<file path="src/rtl/core/text_console_cursor_engine_assert.svh">
// Assertion macros used by the console engine back end.
// Depends on nothing; included inside module bodies.
`ifndef TEXT_CONSOLE_CURSOR_ENGINE_ASSERT_SVH
`define TEXT_CONSOLE_CURSOR_ENGINE_ASSERT_SVH

// Condition holds at every clock edge out of reset.
`define TCCE_ASSERT_ALWAYS(label, clk, rstn, cond) \
  label: assert property (@(posedge clk) disable iff (!(rstn)) (cond)) \
    else $error("tcce: check failed");

// Antecedent implies consequent in the same cycle.
`define TCCE_ASSERT_IMPLIES(label, clk, rstn, ante, cons) \
  label: assert property (@(posedge clk) disable iff (!(rstn)) (ante) |-> (cons)) \
    else $error("tcce: check failed");

// Antecedent implies consequent in the next cycle.
`define TCCE_ASSERT_NEXT(label, clk, rstn, ante, cons) \
  label: assert property (@(posedge clk) disable iff (!(rstn)) (ante) |=> (cons)) \
    else $error("tcce: check failed");

`endif

</file>
<file path="src/rtl/core/tcce_pkg.sv">
// Shared types and constants of the text console engine.
// Used by the front, queue, back and top level; depends on nothing.
package tcce_pkg;

  localparam int DefColumns = 80;
  localparam int DefRows    = 25;
  localparam int QueueDepth = 2;

  localparam logic [7:0] CharNewline   = 8'd10;
  localparam logic [7:0] CharBackspace = 8'd8;
  localparam logic [7:0] CharTab       = 8'd9;
  localparam logic [7:0] CharSpace     = 8'h20;
  localparam logic [7:0] ResetAttr     = 8'h0F;

  typedef enum logic [1:0] {
    MODE_PUT   = 2'd0,
    MODE_CLEAR = 2'd1,
    MODE_READ  = 2'd2
  } mode_e;

  typedef enum logic [2:0] {
    OP_NOP,
    OP_PRINT,
    OP_NEWLINE,
    OP_BACKSPACE,
    OP_TAB,
    OP_CLEAR,
    OP_READ
  } op_e;

  typedef struct packed {
    op_e        op;
    logic [7:0] ch;
    logic [4:0] row;
    logic [6:0] col;
  } op_item_t;

  typedef enum logic [2:0] {
    ST_INIT,
    ST_IDLE,
    ST_COPY,
    ST_DRAIN,
    ST_FILL,
    ST_EMIT
  } back_state_e;

endpackage

</file>
<file path="src/rtl/core/tcce_queue.sv">
// Short op queue between the front and back of the console engine.
// Depends on tcce_pkg.
module tcce_queue (
  input  logic               clk_i,
  input  logic               rst_ni,
  input  logic               push_i,
  input  tcce_pkg::op_item_t item_i,
  output logic               full_o,
  input  logic               pop_i,
  output logic               empty_o,
  output tcce_pkg::op_item_t item_o
);
  import tcce_pkg::*;

  localparam int PtrW = (QueueDepth > 1) ? $clog2(QueueDepth) : 1;
  localparam int CntW = $clog2(QueueDepth + 1);

  op_item_t        entries_q [QueueDepth];
  logic [PtrW-1:0] wr_ptr_q, wr_ptr_d;
  logic [PtrW-1:0] rd_ptr_q, rd_ptr_d;
  logic [CntW-1:0] count_q, count_d;

  assign full_o  = (count_q == CntW'(QueueDepth));
  assign empty_o = (count_q == '0);
  assign item_o  = entries_q[rd_ptr_q];

  always_comb begin
    wr_ptr_d = wr_ptr_q;
    rd_ptr_d = rd_ptr_q;
    count_d  = count_q;
    if (push_i) begin
      wr_ptr_d = (wr_ptr_q == PtrW'(QueueDepth - 1)) ? '0 : wr_ptr_q + PtrW'(1);
    end
    if (pop_i) begin
      rd_ptr_d = (rd_ptr_q == PtrW'(QueueDepth - 1)) ? '0 : rd_ptr_q + PtrW'(1);
    end
    if (push_i && !pop_i) begin
      count_d = count_q + CntW'(1);
    end else if (pop_i && !push_i) begin
      count_d = count_q - CntW'(1);
    end
  end

  always_ff @(posedge clk_i or negedge rst_ni) begin
    if (!rst_ni) begin
      wr_ptr_q <= '0;
      rd_ptr_q <= '0;
      count_q  <= '0;
    end else begin
      wr_ptr_q <= wr_ptr_d;
      rd_ptr_q <= rd_ptr_d;
      count_q  <= count_d;
    end
  end

  always_ff @(posedge clk_i) begin
    if (push_i) begin
      entries_q[wr_ptr_q] <= item_i;
    end
  end

endmodule

</file>
<file path="config.mk">
export PLATFORM = sky130hd
export DESIGN_NAME = tcce_queue
export DESIGN_NICKNAME = d
export VERILOG_FILES = /design/src/rtl/core/text_console_cursor_engine_assert.svh /design/src/rtl/core/tcce_pkg.sv /design/src/rtl/core/tcce_queue.sv
export SDC_FILE = /design/constraint.sdc
export NUM_CORES = 1
export LEC_CHECK = 0
export ABC_AREA = 1
export BUFFER_PORTS_ARGS = -buffer_cell sky130_fd_sc_hd__buf_2
export CORE_UTILIZATION = 45
export DETAILED_ROUTE_END_ITERATION = 10
export MAX_ROUTING_LAYER = met4
export PLACE_DENSITY = 0.77
export SYNTH_ARGS = -nofsm -noshare
export SYNTH_HDL_FRONTEND = slang
export SYNTH_SLANG_ARGS = --single-unit
</file>
<file path="constraint.sdc">
create_clock -name clk_i -period 2.6 [get_ports clk_i]
set_input_delay 0.52 -clock clk_i [delete_from_list [all_inputs] [get_ports clk_i]]
set_output_delay 0.52 -clock clk_i [all_outputs]
set_load 0.02 [all_outputs]
</file>
# == After elaboration in Yosys (flattened, before gate mapping) ==
# Memory sizes are Yosys's and may differ from the RTL's.
# Index checks and enable logic that the tools add are counted.
# totals
input_bits,27
mem_bits_ro,0
register_bits,4
latchBits,0
output_inout_bits,25
mem_bits_rw,46
word_cells,21
n_memories,1
# classes
n_bitwise,0
div,0
multipliers,0
order_cmp,0
mux,6
n_eq_ne,1
shift,0
reduce_logical,6
add_sub_neg,4
# memory_table
name,words,word_bits,read_ports,rd_ports_with_merged_regs,write_ports,line_no,source
entries_q,2,23,1,0,1,tcce_queue.sv:18,op_item_t entries_q [QueueDepth];
# ops
cell,count
2-to-1 mux 1 bit,4
2-to-1 mux 2 bit,2
"adder 1 bit, second input constant",2
"adder 2 x 1 -> 2 bit, second input constant",1
"== test 2 bit, second input constant",1
logical AND 1 bit,2
logical NOT 1 bit,2
logical NOT 2 bit,1
nonzero test 2 bit,1
"subtractor 2 x 1 -> 2 bit, second input constant",1

# == Depth between registers and ports, before layout ==
# logic_depth
depth_word,4
depth_mapped,7
depth_no_buf,7

# == Least setup slack after synthesis ==
# OpenSTA, ideal clock, no wires.
# synth_timing
kind,input to register
start,input port push_i
end,"memory entries_q[0][0] in the netlist's numbering, enable pin"
t_required_ns,2.197
setup_time_ns,0.403
path_slack_ns,0.663
path_stages,2
t_arrival_ns,1.534
cell_sequence,inv_1 > nor2_1
# synth_via
elab_chain_cells,2
# synth_lines
element,line_no,source
from (decl),tcce_queue.sv:6,"input logic push_i,"
2-to-1 mux 1 bit,tcce_queue.sv:57,if (push_i) begin
2-to-1 mux 1 bit (not written as such),tcce_queue.sv:58,entries_q[wr_ptr_q] <= item_i;
to (decl),tcce_queue.sv:18,
# Every way passes these cells.

==> flow_summary.yaml <==
run_status:
  outcome: "complete, no violations"
yosys:
  synth-simple-area-share_pct: 2.097
  syn-mean-instance-area_um2: 20.30
  yosysTopAreaCell: "edfxtp_1"
  yosysSeqAreaShare_pct: 75.22
  synthTopCellsByCount: "46 x edfxtp_1, 19 x mux2_4, 7 x inv_1"
  yosysMostFrequentCell: "edfxtp_1"
  yosys_warnings: 0
  netlist_area_mm2: 0.001969
  synth-adder-area-share_pct: 0.6353
  synth.net_count: 125
  synthTopCellsByArea: "edfxtp_1 70%, mux2_4 14%, dfrtp_1 5.1%"
  post_synth_xor_area_fraction_pct: 1.334
  synth_top_family_by_area: "multiplexers"
  yosys_register_bits: 50
  synthCells: 97
  synth_top_area_share_pct: 70.14
  synth_mux_area_share_pct: 16.77
  async_flop_share_pct: 8.000
  synth_compound_area_share_pct: 0
  synth_cell_types: 14
  synthFlopType: "edfxtp_1"
  synth_edf_count: 46
place:
  io_buffers: 51
  hpwl_um: 2235
  gp_congestion: 0.6744
timing:
  finClkSkew_ps: 5.254
  fin_crit_ps: 1985
  tightest_slew_ps: 442.5
  slew_viol_final: 0
  setup_violations: 0
  fin_crit_sh_pct: 76.34
  hold_violations: 0
  maxSlewHeadroom_pct: 70.47
  finalSetupTns_ps: 0
  rsz0062_at_grt: "false"
  max_freq_mhz: 503.8
  fin_hold_ws_ps: 22.91
finish:
  fin_util_pct: 58.11
  areaGrowthSynthToFinish_pct: 20.58
  n_antenna_cell: 0
  drive_above_1_share_pct: 54.14
  fin_nets: 184
critical_path:
  cp_max_fo: 16
  worst_ep_arrival_time_ps: 1460
  critical_path_class: "reg2out"
  endpoint_kind: "output port"
  path_cells: "buf_4 > mux2_2 > buf_2"
  start_kind: "flop"
  required_ps: 2080
  cpPeakStageDelay_ps: 370
  crit_slowest_cell: "mux2_2"
grt:
  use_met2_pct: 25.00
  grt_max_degree: 17
  grt_pass1_wl_um: 4560
  top_usage_layer: "met2"
  antenna_found_initial: 0
  grt_overflow: 0
  met3_usage_pct: 4.333
  grt_pass1_vias: 999
  use_met1_pct: 15.87
  groute.usage.overall_pct: 14.81
cts:
  cts_tree: "done"
  cts_hold_buffers: 0
  postCtsSetupRepairBufs: 0
  postCtsResizedCells: 0
  clk_latency_ps: 290
  clock-root-buffer: "clkbuf_8"
  clk_pin_slew_worst_paths_ps: 80
  clock_sink_count: 50
  clk_path_buf_depth: 2
  numCtsBuffers: 5
  htree_levels: 2
route:
  drc: 0
  via_per_inst: 4.778
  ant_nets: 0
  vias: 989
  routed_wl_um: 3056
  drt-initial-drc-count: 58
  avgRoutedWirePerCell_um: 14.76
  drtPass1Iterations: 4
die:
  die_h_um: 68.16
  die_w_um: 68.16
  rows: 23
  initial_core_util_pct: 48.19
  fp.coreArea_mm2: 0.004086
  die_area_mm2: 0.004645
  ios: 52
run:
  drv_cap: 0
power_and_ir_drop:
  vdd_ir_drop_max_mv: 0.6385
  p_per_area_mw_per_mm2: 1091
  p_leak_nw: 1.003
worst_hold_path:
  hp-class: "in2async"
==> cells by family (layout without fill, tap and decap cells) <==
group	Yosys count	in the layout
flops	50	50
simple gates	10	10
buf+inv	10	70
fa+ha+maj	1	1
xor+xnor	3	3
mux	23	23
==> routing by layer <==
metal  share of wire, %  vias up  wire length, µm
met5                  0        -                0
met4                1.1        0               33
met2                 51       40             1556
li1                   -      476                -
met1                 41      468             1250
met3                7.0        5              215
==> layout make-up <==
cell class              instances  area [µm²]
repair buffers                 55       285.3
clock buffers                   6       72.57
fillers                       320        1712
multi-input cells              37       412.9
inverters                       7       26.28
flip-flops and latches         50        1481
clock inverters                 2       33.78
well taps                      50       62.56
==> sequential cells by signal (all words and copies together) (netlist names) <==
name,flops
count_q,2
wr_ptr_q,1
entries_q,46
rd_ptr_q,1
==> stage by stage <==
| step | power (mW) | cells | worst slack [ps] | cell area (µm²) |
|---|---|---|---|---|
| floorplan | 1.905 | 97 | 663.2 | 1969 |
| global placement | 2.081 | 199 | 942.8 | 2268 |
| detailed placement | 2.117 | 199 | 863.7 | 2268 |
| CTS | 2.628 | 207 | 571.4 | 2375 |
| global route | 2.715 | 207 | 543.1 | 2375 |
| finish | 2.592 | 207 | 615.0 | 2375 |
==> layout by cell type, fill, tap and decap left out, drive strengths merged <==
cell,count
nand3,1
xnor2,1
nand2,5
xor2,2
mux2,23
dfrtp,4
edfxtp,46
clkinv,1
buf,55
bufinv,1
clkbuf,6
nand4,1
ha,1
nor2,3
inv,7
==> worst paths after layout <==
check,startpoint,to,slack [ps],cells past startpoint
hold reg to reg,wr_ptr_q,wr_ptr_q,520,1
max in group asynchronous,rst_ni,count_q[1],2450,1
setup / recovery,rd_ptr_q,item_o[7],620,3
min in group clk_i,item_i[8],entries_q[1][8],410,1
hold / removal,rst_ni,wr_ptr_q,20,1
setup reg to reg,wr_ptr_q,entries_q[0][18],1160,2
==> worst max-delay path: cells and delay by family, from the launching register on <==
family | cells | cell delay, ps
DFF | 1 | 360
muxes | 1 | 370
buffers and inverters | 2 | 450
==> where the power goes <==
| part | total, mW | internal [mW] | switching [mW] | leakage [nW] |
|---|---|---|---|---|
| logic | 0.946 | 0.421 | 0.525 | 0.471 |
| clock network | 0.510 | 0.284 | 0.227 | 0.0528 |
| registers | 1.14 | 1.07 | 0.0624 | 0.479 |
No activity file was read; power rests on OpenSTA's default activity.
