### src/rtl/core/text_console_cursor_engine_assert.svh
// Assertion macros used by the console engine back end.
// Depends on nothing; included inside module bodies.
`ifndef TEXT_CONSOLE_CURSOR_ENGINE_ASSERT_SVH
`define TEXT_CONSOLE_CURSOR_ENGINE_ASSERT_SVH

// Condition holds at every clock edge out of reset.
`define TCCE_ASSERT_ALWAYS(label, clk, rstn, cond) \
  label: assert property (@(posedge clk) disable iff (!(rstn)) (cond)) \
    else $error("tcce: check failed");

// Antecedent implies consequent in the same cycle.
`define TCCE_ASSERT_IMPLIES(label, clk, rstn, ante, cons) \
  label: assert property (@(posedge clk) disable iff (!(rstn)) (ante) |-> (cons)) \
    else $error("tcce: check failed");

// Antecedent implies consequent in the next cycle.
`define TCCE_ASSERT_NEXT(label, clk, rstn, ante, cons) \
  label: assert property (@(posedge clk) disable iff (!(rstn)) (ante) |=> (cons)) \
    else $error("tcce: check failed");

`endif

### src/rtl/core/tcce_pkg.sv
// Shared types and constants of the text console engine.
// Used by the front, queue, back and top level; depends on nothing.
package tcce_pkg;

  localparam int DefColumns = 80;
  localparam int DefRows    = 25;
  localparam int QueueDepth = 2;

  localparam logic [7:0] CharNewline   = 8'd10;
  localparam logic [7:0] CharBackspace = 8'd8;
  localparam logic [7:0] CharTab       = 8'd9;
  localparam logic [7:0] CharSpace     = 8'h20;
  localparam logic [7:0] ResetAttr     = 8'h0F;

  typedef enum logic [1:0] {
    MODE_PUT   = 2'd0,
    MODE_CLEAR = 2'd1,
    MODE_READ  = 2'd2
  } mode_e;

  typedef enum logic [2:0] {
    OP_NOP,
    OP_PRINT,
    OP_NEWLINE,
    OP_BACKSPACE,
    OP_TAB,
    OP_CLEAR,
    OP_READ
  } op_e;

  typedef struct packed {
    op_e        op;
    logic [7:0] ch;
    logic [4:0] row;
    logic [6:0] col;
  } op_item_t;

  typedef enum logic [2:0] {
    ST_INIT,
    ST_IDLE,
    ST_COPY,
    ST_DRAIN,
    ST_FILL,
    ST_EMIT
  } back_state_e;

endpackage

### src/rtl/core/tcce_front.sv
// Front end of the console engine: accepts input beats and decodes them into ops.
// Depends on tcce_pkg.
module tcce_front #(
  parameter int COLUMNS = tcce_pkg::DefColumns,
  parameter int ROWS    = tcce_pkg::DefRows
) (
  input  logic               in_valid_i,
  output logic               in_ready_o,
  input  logic [1:0]         mode_i,
  input  logic [7:0]         char_code_i,
  input  logic [4:0]         read_row_i,
  input  logic [6:0]         read_col_i,
  input  logic               queue_full_i,
  input  logic               init_busy_i,
  output logic               push_o,
  output tcce_pkg::op_item_t item_o
);
  import tcce_pkg::*;

  logic read_ok;

  assign in_ready_o = !queue_full_i && !init_busy_i;
  assign push_o     = in_valid_i && in_ready_o;
  assign read_ok    = (32'(read_row_i) < ROWS) && (32'(read_col_i) < COLUMNS);

  always_comb begin
    item_o.ch  = char_code_i;
    item_o.row = read_row_i;
    item_o.col = read_col_i;
    item_o.op  = OP_NOP;
    case (mode_i)
      MODE_PUT: begin
        case (char_code_i)
          CharNewline:   item_o.op = OP_NEWLINE;
          CharBackspace: item_o.op = OP_BACKSPACE;
          CharTab:       item_o.op = OP_TAB;
          default:       item_o.op = OP_PRINT;
        endcase
      end
      MODE_CLEAR: item_o.op = OP_CLEAR;
      MODE_READ:  item_o.op = read_ok ? OP_READ : OP_NOP;
      default:    item_o.op = OP_NOP;
    endcase
  end

endmodule

### config.mk
export PLATFORM = sky130hd
export DESIGN_NAME = tcce_front
export DESIGN_NICKNAME = d
export VERILOG_FILES = /design/src/rtl/core/text_console_cursor_engine_assert.svh /design/src/rtl/core/tcce_pkg.sv /design/src/rtl/core/tcce_front.sv
export SDC_FILE = /design/constraint.sdc
export NUM_CORES = 1
export LEC_CHECK = 0
export BUFFER_PORTS_ARGS = -buffer_cell sky130_fd_sc_hd__clkbuf_2
export CAP_MARGIN = 20
export CORE_AREA = 2 2 39 41
export DETAILED_ROUTE_END_ITERATION = 16
export DIE_AREA = 0 0 41 43
export PLACE_DENSITY = 0.62
export REMOVE_ABC_BUFFERS = 1
export SLEW_MARGIN = 20
export SYNTH_ARGS = -nofsm -noshare
export SYNTH_HDL_FRONTEND = slang
export SYNTH_SLANG_ARGS = --single-unit
### constraint.sdc
create_clock -name vclk -period 1
set_clock_uncertainty 0.05 [all_clocks]
set_input_delay 0.1 -clock vclk [all_inputs]
set_output_delay 0.1 -clock vclk [all_outputs]
set_load 0.005 [all_outputs]
# Word-level counts from Yosys, hierarchy flattened
# Cells that the tools add are included.
[word_totals] ff_bits=0 inputBits=25 out_inout_bits=25 word_cells=16
[classes] order_cmp=2 eq_ne=5 n_mux=3 n_reduce_logical=6
[op_table] op="$eq 8x4->1 const B" count=3
[op_table] op="$pmux 3 s3" count=2
[op_table] op="$lt 7x7->1 const B" count=1
[op_table] op="$lt 5x5->1 const B" count=1
[op_table] op="$logic_and 1x1->1" count=3
[op_table] op="$mux 3" count=1
[op_table] op="$eq 2x1->1 const B" count=1
[op_table] op="$eq 2x2->1 const B" count=1
[op_table] op="$logic_not 1->1" count=2
[op_table] op="$logic_not 2->1" count=1

# Logic depth before layout (Yosys ltp)
[logic_depth] word_depth=4 mapped_depth=3 mapped_depth_nobuf=3

# Worst setup path after synthesis
# Ideal clock, no wire load.
[synth_path] path_kind="input to output" startpoint="input port char_code_i[2]" endpoint="output port item_o[22] in the netlist's numbering" t_arrival_ns=0.678 setup_slack_ns=0.172 path_stages=3 n_path_buf=0 path_cell_list="nor4b_4 -> a41oi_1 -> o22ai_2"
[synth_rtl] item="from (decl)" line_no="tcce_front.sv:10" text="input logic [7:0] char_code_i,"
[synth_rtl] item="to (decl)" line_no="tcce_front.sv:16" text="output tcce_pkg::op_item_t item_o"

==> summary by stage <==
Worst setup path
The startpoint kind of the worst setup timing path is a primary input. The delay of the slowest cell on the worst path is about 250 ps. Walking the worst path, the cells encountered are clkbuf_2 -> o311ai_2 -> nand3_1 -> o22ai_2 -> buf_2. The critical path class is in2out.

The data required time at the worst endpoint is roughly 850 ps. At the worst endpoint, the arrival time is 920 ps. The cell with the biggest individual delay on the critical path is sky130_fd_sc_hd__o311ai_2.

STA classifies the critical path endpoint as an output pin. Of all nets on the critical path, the largest fanout is 2.

Layout
The repair_antennas step left the layout with diodes totalling 0. The fraction of layout instances using a drive strength above 1 is 80.6%. The area of all placed cells without fillers is 405 um2. Relative to the synthesized area, the layout overhead comes to 53.6%.

The clock tree buffer count of the final layout is 0. The sequential cells in the finished layout cover a total of 0 um2. The final layout net count is just under 90. The count of sequential standard cells is 0.

Power and ir drop
In this run the static leakage power is approximately 0.00024 uW. Per report_power, the sequential group accounts for 0% of the total. VDD sags by at most about 95 uV. The total power density per cell area is 392 nW/um2. The proportion of total power due to net switching is between 40 and 50%. The portion of total power attributed to the clock network is 0%. Per report_power, the combinational group accounts for between 90% and 100% of the total. The internal power summed over all cells is between 90 and 100 uW. The switching power total is 68.6 uW.

GRT
The maximum number of pins on one net before global-route repair is 5. For this run the aggregate overflow at the end of global routing stands at 0. The via count of the first global-routing pass is approximately 280. Global routing consumed, over all layers together, about 7.5% of the routing resources.

The first-pass GRT wire length is 952 um. The initial antenna violation count is 0.

Drt
After detailed routing, the wire length on met1 is 227 um. The per-cell routed wire length is around 9.7 um. For this run, design rule violations remaining after detail routing come to 0. The total met2 wirelength after detailed routing is ~380 um. The number of nets still failing antenna checks after routing is 0. Summed over all nets, wire length on met3 after detailed routing comes to about 150 um. Wires add up to roughly 760 um. The routed layout has 334 vias.

The post-detailed-route via-to-cell ratio is approximately 4.3. The top layer reached by signal wires is met3. For this run, the detailed router's first-pass iteration total came to 1. The number of DRC markers after the initial detailed-route iteration is 0.

Timing
The normalized max-slew margin is approximately 80%. For the pin with the worst max-slew slack, the measured transition is 266 ps. Setup repair after global routing could not meet its margin everywhere. The max-slew violation total from the final report is 0. The worst hold margin is 150 ps. The number of setup violations in the final report is 3.

The final-report hold violation count was 0. The final worst slack is -71.4 ps. Subtracting the final worst setup slack from the clock period gives around 1100 ps. Timing would allow up to between 900 and 1000 MHz.

Of the available clock period, the critical path in the final layout requires 107%.

Floorplan
The number of core rows is 14. The chip width is approximately 41 um. The die height is about 43 um. The core area is about 1400 um2. The die covers 1760 um2. The top-level I/O count is 50.

The initial utilization of the core area, before any placement, comes to a little under a fifth.

Hold path
The worst hold path passes through 0 cells. The type of the most critical hold path is in2out.

Synthesis
After Yosys synthesis, full adders, half adders and majority gates account for 0% of the synthesized area. The share of the synthesized area in the top cell type is a little under three fifths. The part of the Yosys area used for sequential elements is 0%.

Sorting the synthesized cells by how often they occur yields sky130_fd_sc_hd__buf_4, sky130_fd_sc_hd__nor2_1, sky130_fd_sc_hd__nand3_1. Summing the areas of all compound-gate instances in the mapped netlist gives 17.5% of the synthesized area. The mux contribution to synthesized area is 0%. The synthesized design spends more area on one cell type than any other, namely sky130_fd_sc_hd__buf_4. The synthesized netlist devotes a little over a fifth of its cell area to simple gates.

The share of the synthesized netlist area taken by xor and xnor gates is under 10%. The average instance in the mapped netlist occupies between 7 and 8 um2. The number of different library cells in the post-synthesis netlist is 13.

The cell area after synthesis is between 200 and 300 um2. By instance count, the leading cell after synthesis is sky130_fd_sc_hd__buf_4. Sorting the synthesized cells by area gives the leading types as sky130_fd_sc_hd__buf_4, sky130_fd_sc_hd__nor4b_4, sky130_fd_sc_hd__nor2_1, sky130_fd_sc_hd__o22ai_2, sky130_fd_sc_hd__nand3_1.

The cell count after synthesis came out at 36. After synthesis, the largest family of logic cells by area is buffers and inverters. The number of warning messages in the yosys log is 0.

Place
The congestion estimate from routability-driven global placement came to between 0.6 and 0.7. The half-perimeter wire length of the detailed placement result is between 600 and 700 um. Input and output buffers added on the ports amount to 42. Summing all placed instances gives a cell area of 359 um2.

Run status
The final reports fail on setup timing. The flow ran to the end, but the final reports show violations.

Clocking
In this run, post-CTS hold repair placed 0 buffers.

Run
The tool flagged a number of max-cap violations equal to 0.
[stage by stage]
step / power, uW / cells / setup slack, ps / utilization, % / TNS, ps
2_1_floorplan: 29.1 / 16 / 172 / - / 0
4_1_cts: 157 / 78 / -95.5 / 28.8 / -215
3_3_place_gp: 142 / 76 / -146 / 25.9 / -260
5_1_grt: 176 / 78 / -129 / 29.3 / -291
6_report: 159 / 78 / -71.4 / 29.3 / -146
3_5_place_dp: 144 / 76 / -131 / 25.9 / -203
[worst max-delay path: cells and delay by family]
kind,cells,cell delay [ps]
AOI/OAI and AO/OA,2,420
buffers and inverters,2,220
and+or+nand+nor,1,170
[cells by family (layout without fill, tap and decap cells)]
logic type	Yosys count	in the layout
AO/OA/AOI/OAI	6	6
buffers and inverters	21	47
XOR/XNOR	1	1
AND/OR/NAND/NOR	8	8
[power groups by stage]
stage | Sequential (uW) | Clock, uW | Combinational, uW
floorplan | 0 | 0 | 29.1
global placement | 0 | 0 | 142
detailed placement | 0 | 0 | 144
CTS | 0 | 0 | 157
global route | 0 | 0 | 176
finish | 0 | 0 | 159
[repair_timing]
item,in CTS,in global routing
buffers inserted,2,0
setup endpoints to repair,2,3
gates resized for setup,3,6
pin swaps,6,2
[final cells by class]
type,instances,area [um2]
Fill cell,151,978
Inverter,1,3.75
Multi-Input combinational cell,15,125
Tap cell,16,20.0
Timing Repair Buffer,46,256
[cell usage in the layout (no fill, tap or decap)]
cell type / netlist / final
sky130_fd_sc_hd__buf_2: 0 / 2
sky130_fd_sc_hd__o21ai_0: 1 / 1
sky130_fd_sc_hd__a41oi_2: 0 / 1
sky130_fd_sc_hd__and2_1: 1 / 1
sky130_fd_sc_hd__nor2_1: 4 / 4
sky130_fd_sc_hd__nand3_1: 2 / 2
sky130_fd_sc_hd__o311ai_2: 0 / 1
sky130_fd_sc_hd__clkbuf_2: 0 / 38
sky130_fd_sc_hd__buf_4: 20 / 4
sky130_fd_sc_hd__buf_8: 0 / 1
sky130_fd_sc_hd__a21oi_1: 1 / 1
sky130_fd_sc_hd__nor4b_4: 1 / 1
sky130_fd_sc_hd__buf_6: 0 / 1
sky130_fd_sc_hd__a31oi_1: 1 / 1
sky130_fd_sc_hd__xnor2_1: 1 / 1
sky130_fd_sc_hd__o22ai_2: 1 / 1
sky130_fd_sc_hd__inv_1: 1 / 1
[routing by layer]
layer / vias to the layer above / track usage (%)
met5: - / 0
met4: 0 / 0
met3: 0 / 1.05
met2: 41 / 17.2
met1: 137 / 5.70
li1: 156 / -
[worst paths after layout]
check	to	startpoint
hold / removal	item_o[2]	read_col_i[2]
setup / recovery	item_o[22]	read_row_i[1]
Note: power is estimated with default switching activity, not from simulation.
